<file path="config.mk">
export PLATFORM = sky130hd
export DESIGN_NAME = frame_fnv_hash_and_bbox_stats
export DESIGN_NICKNAME = d
export VERILOG_FILES = /design/src/hdl/fhbs_pkg.sv /design/src/hdl/frame_fnv_hash_and_bbox_stats.sv
export SDC_FILE = /design/constraint.sdc
export NUM_CORES = 1
export LEC_CHECK = 0
export ABC_AREA = 1
export BUFFER_PORTS_ARGS = -buffer_cell sky130_fd_sc_hd__buf_4
export CORE_MARGIN = 1.5
export CORE_UTILIZATION = 60
export DETAILED_ROUTE_END_ITERATION = 10
export PLACE_DENSITY = 0.9
export SKIP_CTS_REPAIR_TIMING = 1
export SKIP_LAST_GASP = 1
export SYNTH_ARGS = -nofsm -noshare
export SYNTH_HDL_FRONTEND = slang
export SYNTH_SLANG_ARGS = --single-unit
export TNS_END_PERCENT = 100
</file>
<file path="constraint.sdc">
create_clock -name clk_i -period 8.9 [get_ports clk_i]
set_input_delay 1.78 -clock clk_i [delete_from_list [all_inputs] [get_ports clk_i]]
set_output_delay 1.78 -clock clk_i [all_outputs]
set_load 0.02 [all_outputs]
</file>
<file path="src/hdl/fhbs_pkg.sv">
// ----------------------------------------------------------------------------
// fhbs_pkg
// Shared types, constants and the FNV-1a byte step for the frame hash and
// bounding box statistics block.
// ----------------------------------------------------------------------------
package fhbs_pkg;

  // Default for the largest frame dimension.
  localparam int MaxDimensionDefault = 4096;

  // Widths fixed by the word layout.
  localparam int PixelBytes = 3;
  localparam int ByteW      = 8;
  localparam int CfgDataW   = 13;
  localparam int HashW      = 64;
  localparam int CountW     = 25;
  localparam int AccumW     = 37;
  localparam int SumW       = 36;
  localparam int BoxW       = 12;
  localparam int InDataW    = PixelBytes * ByteW;
  localparam int OutFieldsW = HashW + CountW + 2 * SumW + 4 * BoxW;
  localparam int OutDataW   = ((OutFieldsW + 7) / 8) * 8;

  // Reset size registers.
  localparam logic [CfgDataW-1:0] WidthReset  = 13'd640;
  localparam logic [CfgDataW-1:0] HeightReset = 13'd480;

  // FNV-1a 64: prime = 2^40 + 0x1b3.
  localparam logic [HashW-1:0] FnvBasis = 64'hcbf2_9ce4_8422_2325;

  // Byte counter of the hash sequencer.
  localparam logic [1:0] FirstByte = 2'd0;
  localparam logic [1:0] LastByte  = 2'd2;

  typedef enum logic [0:0] {
    CfgFrameWidth  = 1'b0,
    CfgFrameHeight = 1'b1
  } cfg_reg_e;

  typedef enum logic [0:0] {
    StIdle = 1'b0,
    StHash = 1'b1
  } seq_state_e;

  // One FNV-1a step: xor the byte in, multiply by the prime (mod 2^64).
  // The prime times x is x<<40 plus x*435, and 435 = 256+128+32+16+2+1.
  function automatic logic [HashW-1:0] fnv_step(input logic [HashW-1:0] h,
                                                input logic [ByteW-1:0] b);
    logic [HashW-1:0] x;
    x = h ^ {{(HashW-ByteW){1'b0}}, b};
    return (x << 40) + (x << 8) + (x << 7) + (x << 5) + (x << 4) + (x << 1) + x;
  endfunction

endpackage

</file>
<file path="src/hdl/frame_fnv_hash_and_bbox_stats.sv">
// ----------------------------------------------------------------------------
// frame_fnv_hash_and_bbox_stats
// Folds an FNV-1a 64 hash over every pixel byte of a raster frame and keeps
// count, coordinate sums and the bounding box of the non-black pixels.
// ----------------------------------------------------------------------------
//
//  channel   | dir | handshake                     | word
//  ----------+-----+-------------------------------+------------------------------
//  s_axis    | in  | s_axis_tvalid_i/_tready_o     | one pixel, three bytes
//  m_axis    | out | m_axis_tvalid_o/_tready_i     | frame result, once per frame
//  cfg       | in  | cfg_valid_i/cfg_ready_o       | frame width / height write
//
//  One shared FNV byte step (xor + multiply by the prime) runs once per
//  pixel byte, in byte order. Position and statistics update in the accept
//  cycle; a new pixel is taken in the cycle of the previous one's last step.
//  The final pixel's last step waits while a previous result is still held.
//  Reset loads sizes 640 x 480 and clears all frame state.
//
module frame_fnv_hash_and_bbox_stats #(
  parameter int MaxDimension = fhbs_pkg::MaxDimensionDefault
) (
  input  logic                           clk_i,
  input  logic                           rst_ni,
  // pixel stream
  input  logic                           s_axis_tvalid_i,
  output logic                           s_axis_tready_o,
  // [7:0] byte_first, [15:8] byte_second, [23:16] byte_third
  input  logic [fhbs_pkg::InDataW-1:0]   s_axis_tdata_i,
  // result stream
  output logic                           m_axis_tvalid_o,
  input  logic                           m_axis_tready_i,
  // [63:0] frame_hash, [88:64] lit_count, [124:89] column_sum,
  // [160:125] row_sum, [172:161] box_left, [184:173] box_top,
  // [196:185] box_right, [208:197] box_bottom, [215:209] zero
  output logic [fhbs_pkg::OutDataW-1:0]  m_axis_tdata_o,
  // [0] any_lit
  output logic                           m_axis_tuser_o,
  // configuration writes
  input  logic                           cfg_valid_i,
  output logic                           cfg_ready_o,
  input  fhbs_pkg::cfg_reg_e             cfg_index_i,
  input  logic [fhbs_pkg::CfgDataW-1:0]  cfg_data_i
);
  import fhbs_pkg::*;

  localparam int SizeW = $clog2(MaxDimension + 1);
  localparam int PosW1 = SizeW + 1;
  localparam int CmpW  = (PosW1 > CfgDataW) ? PosW1 : CfgDataW;

  // --------------------------------------------------------------------------
  // configuration
  // --------------------------------------------------------------------------
  logic [CfgDataW-1:0] width_q, height_q;

  assign cfg_ready_o = 1'b1;

  always_ff @(posedge clk_i or negedge rst_ni) begin
    if (!rst_ni) begin
      width_q  <= WidthReset;
      height_q <= HeightReset;
    end else if (cfg_valid_i) begin
      unique case (cfg_index_i)
        CfgFrameWidth:  width_q  <= cfg_data_i;
        CfgFrameHeight: height_q <= cfg_data_i;
        default: ;
      endcase
    end
  end

  // zero acts as one, above the limit acts as the limit
  logic [CmpW-1:0]  width_x, height_x;
  logic [PosW1-1:0] w_eff, h_eff;

  always_comb begin
    width_x  = CmpW'(width_q);
    height_x = CmpW'(height_q);
    if (width_x == '0)                        w_eff = PosW1'(1);
    else if (width_x > CmpW'(MaxDimension))   w_eff = PosW1'(MaxDimension);
    else                                      w_eff = PosW1'(width_x);
    if (height_x == '0)                       h_eff = PosW1'(1);
    else if (height_x > CmpW'(MaxDimension))  h_eff = PosW1'(MaxDimension);
    else                                      h_eff = PosW1'(height_x);
  end

  // --------------------------------------------------------------------------
  // sequencer
  // --------------------------------------------------------------------------
  seq_state_e state_q, state_d;
  logic [1:0] byte_idx_q, byte_idx_d;
  logic       last_q, last_d;
  logic       out_valid_q;
  logic       out_free, step_en, emit, accept;

  assign out_free  = !out_valid_q || m_axis_tready_i;
  assign accept    = s_axis_tvalid_i && s_axis_tready_o;

  // outputs of the sequencer
  always_comb begin
    step_en = 1'b0;
    emit    = 1'b0;
    unique case (state_q)
      StIdle: begin
        s_axis_tready_o = 1'b1;
      end
      StHash: begin
        step_en         = !(byte_idx_q == LastByte && last_q && !out_free);
        emit            = (byte_idx_q == LastByte) && last_q && out_free;
        s_axis_tready_o = (byte_idx_q == LastByte) && step_en;
      end
      default: begin
        s_axis_tready_o = 1'b0;
      end
    endcase
  end

  // next state
  always_comb begin
    state_d    = state_q;
    byte_idx_d = byte_idx_q;
    unique case (state_q)
      StIdle: begin
        if (accept) begin
          state_d    = StHash;
          byte_idx_d = FirstByte;
        end
      end
      StHash: begin
        if (accept) begin
          byte_idx_d = FirstByte;
        end else if (step_en) begin
          if (byte_idx_q == LastByte) state_d = StIdle;
          else                        byte_idx_d = byte_idx_q + 2'd1;
        end
      end
      default: state_d = StIdle;
    endcase
  end

  always_ff @(posedge clk_i or negedge rst_ni) begin
    if (!rst_ni) begin
      state_q    <= StIdle;
      byte_idx_q <= FirstByte;
    end else begin
      state_q    <= state_d;
      byte_idx_q <= byte_idx_d;
    end
  end

  // --------------------------------------------------------------------------
  // shared hash step
  // --------------------------------------------------------------------------
  logic [InDataW-1:0] pixel_q;
  logic [HashW-1:0]   hash_q, hash_d, hash_step;
  logic [ByteW-1:0]   byte_sel;

  always_comb begin
    case (byte_idx_q)
      FirstByte: byte_sel = pixel_q[ByteW-1:0];
      2'd1:      byte_sel = pixel_q[2*ByteW-1:ByteW];
      default:   byte_sel = pixel_q[3*ByteW-1:2*ByteW];
    endcase
  end

  assign hash_step = fnv_step(hash_q, byte_sel);

  always_comb begin
    hash_d = hash_q;
    if (emit)         hash_d = FnvBasis;
    else if (step_en) hash_d = hash_step;
  end

  always_ff @(posedge clk_i) begin
    if (accept) pixel_q <= s_axis_tdata_i;
  end

  // --------------------------------------------------------------------------
  // position and statistics, updated in the accept cycle
  // --------------------------------------------------------------------------
  logic [SizeW-1:0]  col_q, col_d, row_q, row_d;
  logic [CountW-1:0] cnt_q, cnt_d;
  logic [AccumW-1:0] col_acc_q, col_acc_d, row_acc_q, row_acc_d;
  logic [SizeW-1:0]  min_col_q, min_col_d, min_row_q, min_row_d;
  logic [SizeW-1:0]  max_col_q, max_col_d, max_row_q, max_row_d;
  logic              seen_q, seen_d;

  logic [PosW1-1:0]  col_start, row_start, col_inc, row_inc;
  logic              lit, wrap;

  assign lit = |s_axis_tdata_i;

  always_comb begin
    // start from cleared state when the frame ends in this same cycle
    if (emit) begin
      col_d     = '0;
      row_d     = '0;
      cnt_d     = '0;
      col_acc_d = '0;
      row_acc_d = '0;
      min_col_d = '1;
      min_row_d = '1;
      max_col_d = '0;
      max_row_d = '0;
      seen_d    = 1'b0;
    end else begin
      col_d     = col_q;
      row_d     = row_q;
      cnt_d     = cnt_q;
      col_acc_d = col_acc_q;
      row_acc_d = row_acc_q;
      min_col_d = min_col_q;
      min_row_d = min_row_q;
      max_col_d = max_col_q;
      max_row_d = max_row_q;
      seen_d    = seen_q;
    end
    last_d = last_q;

    // a column left past a shrunk width wraps to the next row
    wrap      = PosW1'(col_d) >= w_eff;
    col_start = wrap ? '0 : PosW1'(col_d);
    row_start = wrap ? PosW1'(row_d) + PosW1'(1) : PosW1'(row_d);
    col_inc   = col_start + PosW1'(1);
    row_inc   = row_start + PosW1'(1);

    if (accept) begin
      last_d = (col_inc >= w_eff) && (row_inc >= h_eff);
      if (col_inc >= w_eff) begin
        col_d = '0;
        row_d = SizeW'(row_inc);
      end else begin
        col_d = SizeW'(col_inc);
        row_d = SizeW'(row_start);
      end
      if (lit) begin
        cnt_d     = cnt_d + CountW'(1);
        col_acc_d = col_acc_d + AccumW'(col_start);
        row_acc_d = row_acc_d + AccumW'(row_start);
        if (!seen_d || SizeW'(col_start) < min_col_d) min_col_d = SizeW'(col_start);
        if (!seen_d || SizeW'(row_start) < min_row_d) min_row_d = SizeW'(row_start);
        if (!seen_d || SizeW'(col_start) > max_col_d) max_col_d = SizeW'(col_start);
        if (!seen_d || SizeW'(row_start) > max_row_d) max_row_d = SizeW'(row_start);
        seen_d = 1'b1;
      end
    end
  end

  always_ff @(posedge clk_i or negedge rst_ni) begin
    if (!rst_ni) begin
      hash_q    <= FnvBasis;
      col_q     <= '0;
      row_q     <= '0;
      cnt_q     <= '0;
      col_acc_q <= '0;
      row_acc_q <= '0;
      min_col_q <= '1;
      min_row_q <= '1;
      max_col_q <= '0;
      max_row_q <= '0;
      seen_q    <= 1'b0;
      last_q    <= 1'b0;
    end else begin
      hash_q    <= hash_d;
      col_q     <= col_d;
      row_q     <= row_d;
      cnt_q     <= cnt_d;
      col_acc_q <= col_acc_d;
      row_acc_q <= row_acc_d;
      min_col_q <= min_col_d;
      min_row_q <= min_row_d;
      max_col_q <= max_col_d;
      max_row_q <= max_row_d;
      seen_q    <= seen_d;
      last_q    <= last_d;
    end
  end

  // --------------------------------------------------------------------------
  // result register
  // --------------------------------------------------------------------------
  logic [OutDataW-1:0] out_data_q;
  logic                out_lit_q;
  logic [BoxW-1:0]     box_left, box_top, box_right, box_bottom;

  assign box_left   = seen_q ? BoxW'(min_col_q) : '0;
  assign box_top    = seen_q ? BoxW'(min_row_q) : '0;
  assign box_right  = seen_q ? BoxW'(max_col_q) : '0;
  assign box_bottom = seen_q ? BoxW'(max_row_q) : '0;

  always_ff @(posedge clk_i or negedge rst_ni) begin
    if (!rst_ni) begin
      out_valid_q <= 1'b0;
    end else if (emit) begin
      out_valid_q <= 1'b1;
    end else if (m_axis_tready_i) begin
      out_valid_q <= 1'b0;
    end
  end

  always_ff @(posedge clk_i) begin
    if (emit) begin
      out_data_q <= OutDataW'({box_bottom, box_right, box_top, box_left,
                               row_acc_q[SumW-1:0], col_acc_q[SumW-1:0],
                               cnt_q, hash_step});
      out_lit_q  <= seen_q;
    end
  end

  assign m_axis_tvalid_o = out_valid_q;
  assign m_axis_tdata_o  = out_data_q;
  assign m_axis_tuser_o  = out_lit_q;

endmodule

</file>
# [Yosys cells after proc, flatten, opt, wreduce, memory -nomap -nowiden]
# Cells that the tools add are included.
[word_totals] ff_bits=507 in_bits=43 out_inout_bits=220 elab_cells=133
[op_classes] add_sub_neg=13 n_lt_le_gt_ge=9 n_eq_ne=5 n_mux=58 bitwise=3 reduce_logical=24
[op_table] operator="$add A64 B64 Y64" n=6
[op_table] operator="$mux W13" n=26
[op_table] operator="$mux W37" n=6
[op_table] operator="$mux W64" n=2
[op_table] operator="$mux W25" n=3
[op_table] operator="$xor A64 B8 Y64" n=1
[op_table] operator="$add A37 B13 Y37" n=1
[op_table] operator="$add A37 B14 Y37" n=1
[op_table] operator="$add A13 B1 Y14 const B" n=2
[op_table] operator="$ge A14 B14 Y1" n=2
[op_table] operator="$mux W14" n=2
[op_table] operator="$gt A13 B13 Y1" n=2
[op_table] operator="$gt A13 B13 Y1 const B" n=2
[op_table] operator="$logic_not A13 Y1" n=2
[op_table] operator="$lt A13 B13 Y1" n=2
[op_table] operator="$add A25 B1 Y25 const B" n=1
[op_table] operator="$reduce_or A24 Y1" n=1
[op_table] operator="$pmux W8 S2" n=1
[op_table] operator="$add A14 B1 Y14 const B" n=1
[op_table] operator="$ge A13 B14 Y1" n=1
[op_table] operator="$mux W1" n=11
[op_table] operator="$mux W2" n=4
[op_table] operator="$logic_and A1 B1 Y1" n=6
[op_table] operator="$logic_or A1 B1 Y1" n=5
[op_table] operator="other kinds (14)" n=21

# [Depth between registers and ports, before layout]
[depth] depth_word=12 depth_mapped=46 depth_no_buf=39

# [Worst setup path after synthesis]
# Ideal clock, no wire load.
[synth_timing] kind="input port to flip-flop" from="input m_axis_tready_i" to="register col_acc_q[35]" setup_time_ps=119 t_arrival_ps=7088 required_ps=8781 slack_ps=1693 path_stages=25 n_path_buf=7 path_cell_list="inv_1 -> nand2_2 -> nand2_4 -> buf_8 -> inv_4 -> buf_8 -> buf_6 -> buf_6 -> buf_4 -> buf_2 -> buf_2 -> nor2_1 -> ha_1 -> nand2_1 -> nor2_1 -> nand2_1 -> inv_1 -> nand2_1 -> nand2_1 -> nand2_1 -> nand2_1 -> nand2_1 -> nor2_1 -> nand2_1 -> and2_1"
[synth_via] elab_chain_len=9 elab_cells_between_ends=16 cone_classes="add/sub: 1; order compare: 1; mux: 7; reduce/logical: 7"
[synth_rtl] item="from (decl)" line="frame_fnv_hash_and_bbox_stats.sv:31" rtl="input logic m_axis_tready_i,"
[synth_rtl] item="$logic_or A1 B1 Y1 (*)" line="frame_fnv_hash_and_bbox_stats.sv:94" rtl="assign out_free = !out_valid_q || m_axis_tready_i;"
[synth_rtl] item="$logic_and A1 B1 Y1 (*)" line="frame_fnv_hash_and_bbox_stats.sv:107" rtl="emit = (byte_idx_q == LastByte) && last_q && out_free;"
[synth_rtl] item="$mux W1 (*)" line="frame_fnv_hash_and_bbox_stats.sv:101" rtl="unique case (state_q)"
[synth_rtl] item="via emit" line="frame_fnv_hash_and_bbox_stats.sv:92" rtl="logic out_free, step_en, emit, accept;"
[synth_rtl] item="$mux W13" line="frame_fnv_hash_and_bbox_stats.sv:193" rtl="if (emit) begin"
[synth_rtl] item="$ge A13 B14 Y1" line="frame_fnv_hash_and_bbox_stats.sv:219" rtl="wrap = PosW1'(col_d) >= w_eff;"
[synth_rtl] item="$mux W13" line="frame_fnv_hash_and_bbox_stats.sv:220" rtl="col_start = wrap ? '0 : PosW1'(col_d);"
[synth_rtl] item="$add A37 B13 Y37" line="frame_fnv_hash_and_bbox_stats.sv:236" rtl="col_acc_d = col_acc_d + AccumW'(col_start);"
[synth_rtl] item="$mux W37" line="frame_fnv_hash_and_bbox_stats.sv:234" rtl="if (lit) begin"
[synth_rtl] item="$mux W37 (*)" line="frame_fnv_hash_and_bbox_stats.sv:225" rtl="if (accept) begin"
[synth_rtl] item="via col_acc_d[35]" line="frame_fnv_hash_and_bbox_stats.sv:181" rtl="logic [AccumW-1:0] col_acc_q, col_acc_d, row_acc_q, row_acc_d;"
[synth_rtl] item="to (signal assigned)" line="frame_fnv_hash_and_bbox_stats.sv:266" rtl="col_acc_q <= col_acc_d;"
[synth_rtl] item="to (decl)" line="frame_fnv_hash_and_bbox_stats.sv:181"
# Mark *: on every way through the listed nets, which the timed path passes. The rest lies on a longest branch.
# A chain may end at the register's enable or synchronous reset.

# [Worst setup path in the final report]
[layout_timing] from="input m_axis_tready_i" to="register row_q[10]"
[layout_via] elab_chain_len=10 elab_cells_between_ends=20 cone_classes="add/sub: 3; order compare: 2; mux: 8; reduce/logical: 7"
[layout_rtl] item="$logic_or A1 B1 Y1 (*)" line="frame_fnv_hash_and_bbox_stats.sv:94"
[layout_rtl] item="$logic_and A1 B1 Y1" line="frame_fnv_hash_and_bbox_stats.sv:107"
[layout_rtl] item="$mux W1" line="frame_fnv_hash_and_bbox_stats.sv:101"
[layout_rtl] item="$mux W13" line="frame_fnv_hash_and_bbox_stats.sv:193"
[layout_rtl] item="$ge A13 B14 Y1" line="frame_fnv_hash_and_bbox_stats.sv:219"
[layout_rtl] item="$mux W13" line="frame_fnv_hash_and_bbox_stats.sv:220"
[layout_rtl] item="$add A13 B1 Y14" line="frame_fnv_hash_and_bbox_stats.sv:222" rtl="col_inc = col_start + PosW1'(1);"
[layout_rtl] item="$ge A14 B14 Y1" line="frame_fnv_hash_and_bbox_stats.sv:227" rtl="if (col_inc >= w_eff) begin"
[layout_rtl] item="$mux W13" line="frame_fnv_hash_and_bbox_stats.sv:227"
[layout_rtl] item="$mux W13 (*)" line="frame_fnv_hash_and_bbox_stats.sv:225"
[layout_rtl] item="via row_d[10]" line="frame_fnv_hash_and_bbox_stats.sv:179" rtl="logic [SizeW-1:0] col_q, col_d, row_q, row_d;"
[layout_rtl] item="to (signal assigned)" line="frame_fnv_hash_and_bbox_stats.sv:264" rtl="row_q <= row_d;"
[layout_rtl] item="to (decl)" line="frame_fnv_hash_and_bbox_stats.sv:179"
# Marked as above.

==> results by group <==
Outcome
  • Status: complete, no violations

Routing
  • Top layer in use: met4
  • Pre-antenna DRT Iters: 8
  • Met2 Routed Length: 48200 µm
  • M1 wire length: 36800 µm
  • WL final: 97100 µm
  • Final ANT Viol Nets: 0
  • Via count: 27900
  • Post-detailed-route via-to-cell ratio: 5.72
  • Routed WL per cell: 19.9 µm
  • Met3 WL post-DR: 7260 µm
  • Drt drc: 0
  • 1st-iter DRT viols: 2284

Timing
  • Final WS setup: 1.76 ns
  • Slew headroom: 0.135
  • Unrepaired setup endpoints after global routing: false
  • Highest Clock Rate: 140 MHz
  • Max-slew violations: 0
  • Final Hold Fails: 0
  • Final setup violating endpoints: 0
  • Worst Tran Pin Value: 1.30 ns
  • Min Hold Slack: 0.445 ns
  • Worst clock skew: 0.0432 ns
  • Fin Setup TNS: 0 ns
  • Final Cycle Share: 0.802
  • Final min period: 7.14 ns

Logic synthesis
  • Most frequent cells after synthesis: nand2_1 (810), inv_1 (621), nor2_1 (305)
  • Synthesized area: 0.0350 mm²
  • Yosys top cell area share: 0.201
  • Synthesized flop and latch total: 505
  • Synth area leaders: edfxtp_1 (20%), dfrtp_1 (15%), fa_1 (14%)
  • Asr flop ratio synth: 0.537
  • Area leader, netlist: edfxtp_1
  • Synth unique cells: 61
  • Most common cell in the netlist: nand2_1
  • Seq/Total Area, Yosys: 0.397
  • Ys Warns: 0
  • Dominant synthesized flop cell: edfxtp_1
  • Number of synthesized flops with an enable pin: 234
  • Cells after synthesis: 3816
  • Syn avg cell area: 9.17 µm²

Floorplan
  • Initial Utilization: 0.607
  • Ports: 263
  • CORE AREA: 0.0577 mm²
  • Cell Rows: 88
  • Die ar.: 0.0598 mm²
  • Die width: 245 µm
  • Die extent in y: 245 µm

Worst hold path
  • Min-Delay Path Class: flop to flop
  • Hold Crit Depth: 0
  • Hold Path End: m_axis_tdata_o[101]
  • Hold Crit Start: col_acc_q[12]

Setup path
  • WP buf/inv: 9
  • Worst Reg2Reg Path Length in Cells: 27
  • Cell mode on critical path: nand2_1
  • FF-to-FF End: m_axis_tdata_o[44]
  • Crit Path Category: primary input to flop
  • CP delay by family, top: simple AND/OR/NAND/NOR gates
  • CP max stage cell: nand4_2
  • Worst Path Required: 9.43 ns
  • Slowest stage delay, CP: 0.49 ns
  • RR Startpoint: byte_idx_q[1]
  • Crit. End Element: flop
  • Critical Path Fanout Max: 51
  • Setup slack, reg-to-reg: 2.01 ns
  • Crit start category: primary input
  • CP arrival: 7.67 ns

Placed design
  • HPWL Detailed: 72400 µm
  • RePlAce Congestion: 1.02
  • Input/output buffers: 254
  • Pre-CTS setup slack: 1.29 ns

GRT
  • Total grt overflow: 0
  • Largest net degree at the start of global routing: 109
  • Antenna violations before repair: 0
  • First-pass GRT wire length: 154000 µm
  • Vias in the first global route: 28600
  • Gr usage total: 0.332

CTS
  • CTS buffer count: 54
  • H-tree depth: 2
  • CTS tree: yes
  • Clock slew at reported path FFs: 0.06 ns
  • Worst-case clock buffer depth: 3
  • Root buffer selected by CTS: clkbuf_16
  • Clk sinks: 505
  • Clock Latency Late Sink: 0.64 ns

Layout
  • Syn-to-layout area delta: 12.8%
  • Share of layout cells above drive strength 1: 0.132
  • Final #Nets: 4583

Job
  • Max-Cap Viols: 0
-- registers in the layout, summed over array words and instances (netlist names), 24 cells and up --
name / flops
hash_q: 64
col_acc_q: 36
m_axis_tdata_o: 209
cnt_q: 25
row_acc_q: 36
pixel_q: 24
-- kinds of logic (layout without fill, tap and decap cells) --
logic type	after synthesis	in the layout	synth area share
XOR/XNOR	153	153	0.0391
AND/OR/NAND/NOR	1502	1502	0.185
adder cells (fa/ha/maj)	472	472	0.223
AO/OA/AOI/OAI	451	451	0.0739
buffers and inverters	731	1023	0.0828
flip-flops	505	505	0.397
other	2	9	0.000215
-- cell type report --
cell class | instances | area, µm²
well taps | 765 | 957
clock inverters | 31 | 429
multi-input cells | 2586 | 18300
diodes | 1 | 2.50
inverters | 650 | 2450
flip-flops and latches | 505 | 13900
fillers | 4336 | 18200
repair buffers | 271 | 2040
clock buffers | 71 | 1480
-- per-layer routing --
metal,vias up,global-route usage
li1,12800,-
met1,13600,0.406
met2,1264,0.570
met3,302,0.0572
met4,0,0.158
met5,-,0
-- cell usage in the layout, fill, tap and decap left out, drive strengths merged, types with 3 or more instances in the layout --
| master | instances |
|---|---|
| nand2 | 838 |
| inv | 650 |
| nor2 | 342 |
| buf | 271 |
| fa | 251 |
| edfxtp | 234 |
| ha | 221 |
| dfrtp | 211 |
| o21ai | 178 |
| nand3 | 177 |
| a21oi | 140 |
| xor2 | 103 |
| clkbuf | 71 |
| dfstp | 60 |
| nor3 | 56 |
| xnor2 | 50 |
| nand4 | 43 |
| o22ai | 39 |
| nor4 | 26 |
| clkinv | 20 |
| o21bai | 15 |
| a31oi | 15 |
| a21o | 15 |
| or2 | 9 |
| a22o | 9 |
| o221ai | 8 |
| conb | 8 |
| bufinv | 8 |
| nand3b | 6 |
| o211ai | 6 |
| o21a | 5 |
| a22oi | 5 |
| a21boi | 5 |
| a211oi | 4 |
| a2111oi | 4 |
| and2 | 3 |
| clkinvlp | 3 |
-- how the worst max path moves through the flow --
stage	end	start	depth (start not counted)
4_1_cts	row_q[10]	m_axis_tready_i	36
5_1_grt	row_q[7]	m_axis_tready_i	36
2_1_floorplan	col_acc_q[35]	m_axis_tready_i	25
6_report	row_q[10]	m_axis_tready_i	36
3_3_place_gp	row_q[10]	m_axis_tready_i	36
3_5_place_dp	row_q[10]	m_axis_tready_i	36
-- stage by stage --
stage	std cells	utilization	area (µm²)
after floorplan	3822	-	35000
after global placement	4777	0.652	37600
after detailed placement	4777	0.652	37600
after CTS	4879	0.685	39500
after global routing	4879	0.685	39500
final	4880	0.685	39500
Power is left out: the tool's default activity adds up to more than one toggle a clock period on the data nets, which glitch-free logic cannot reach.
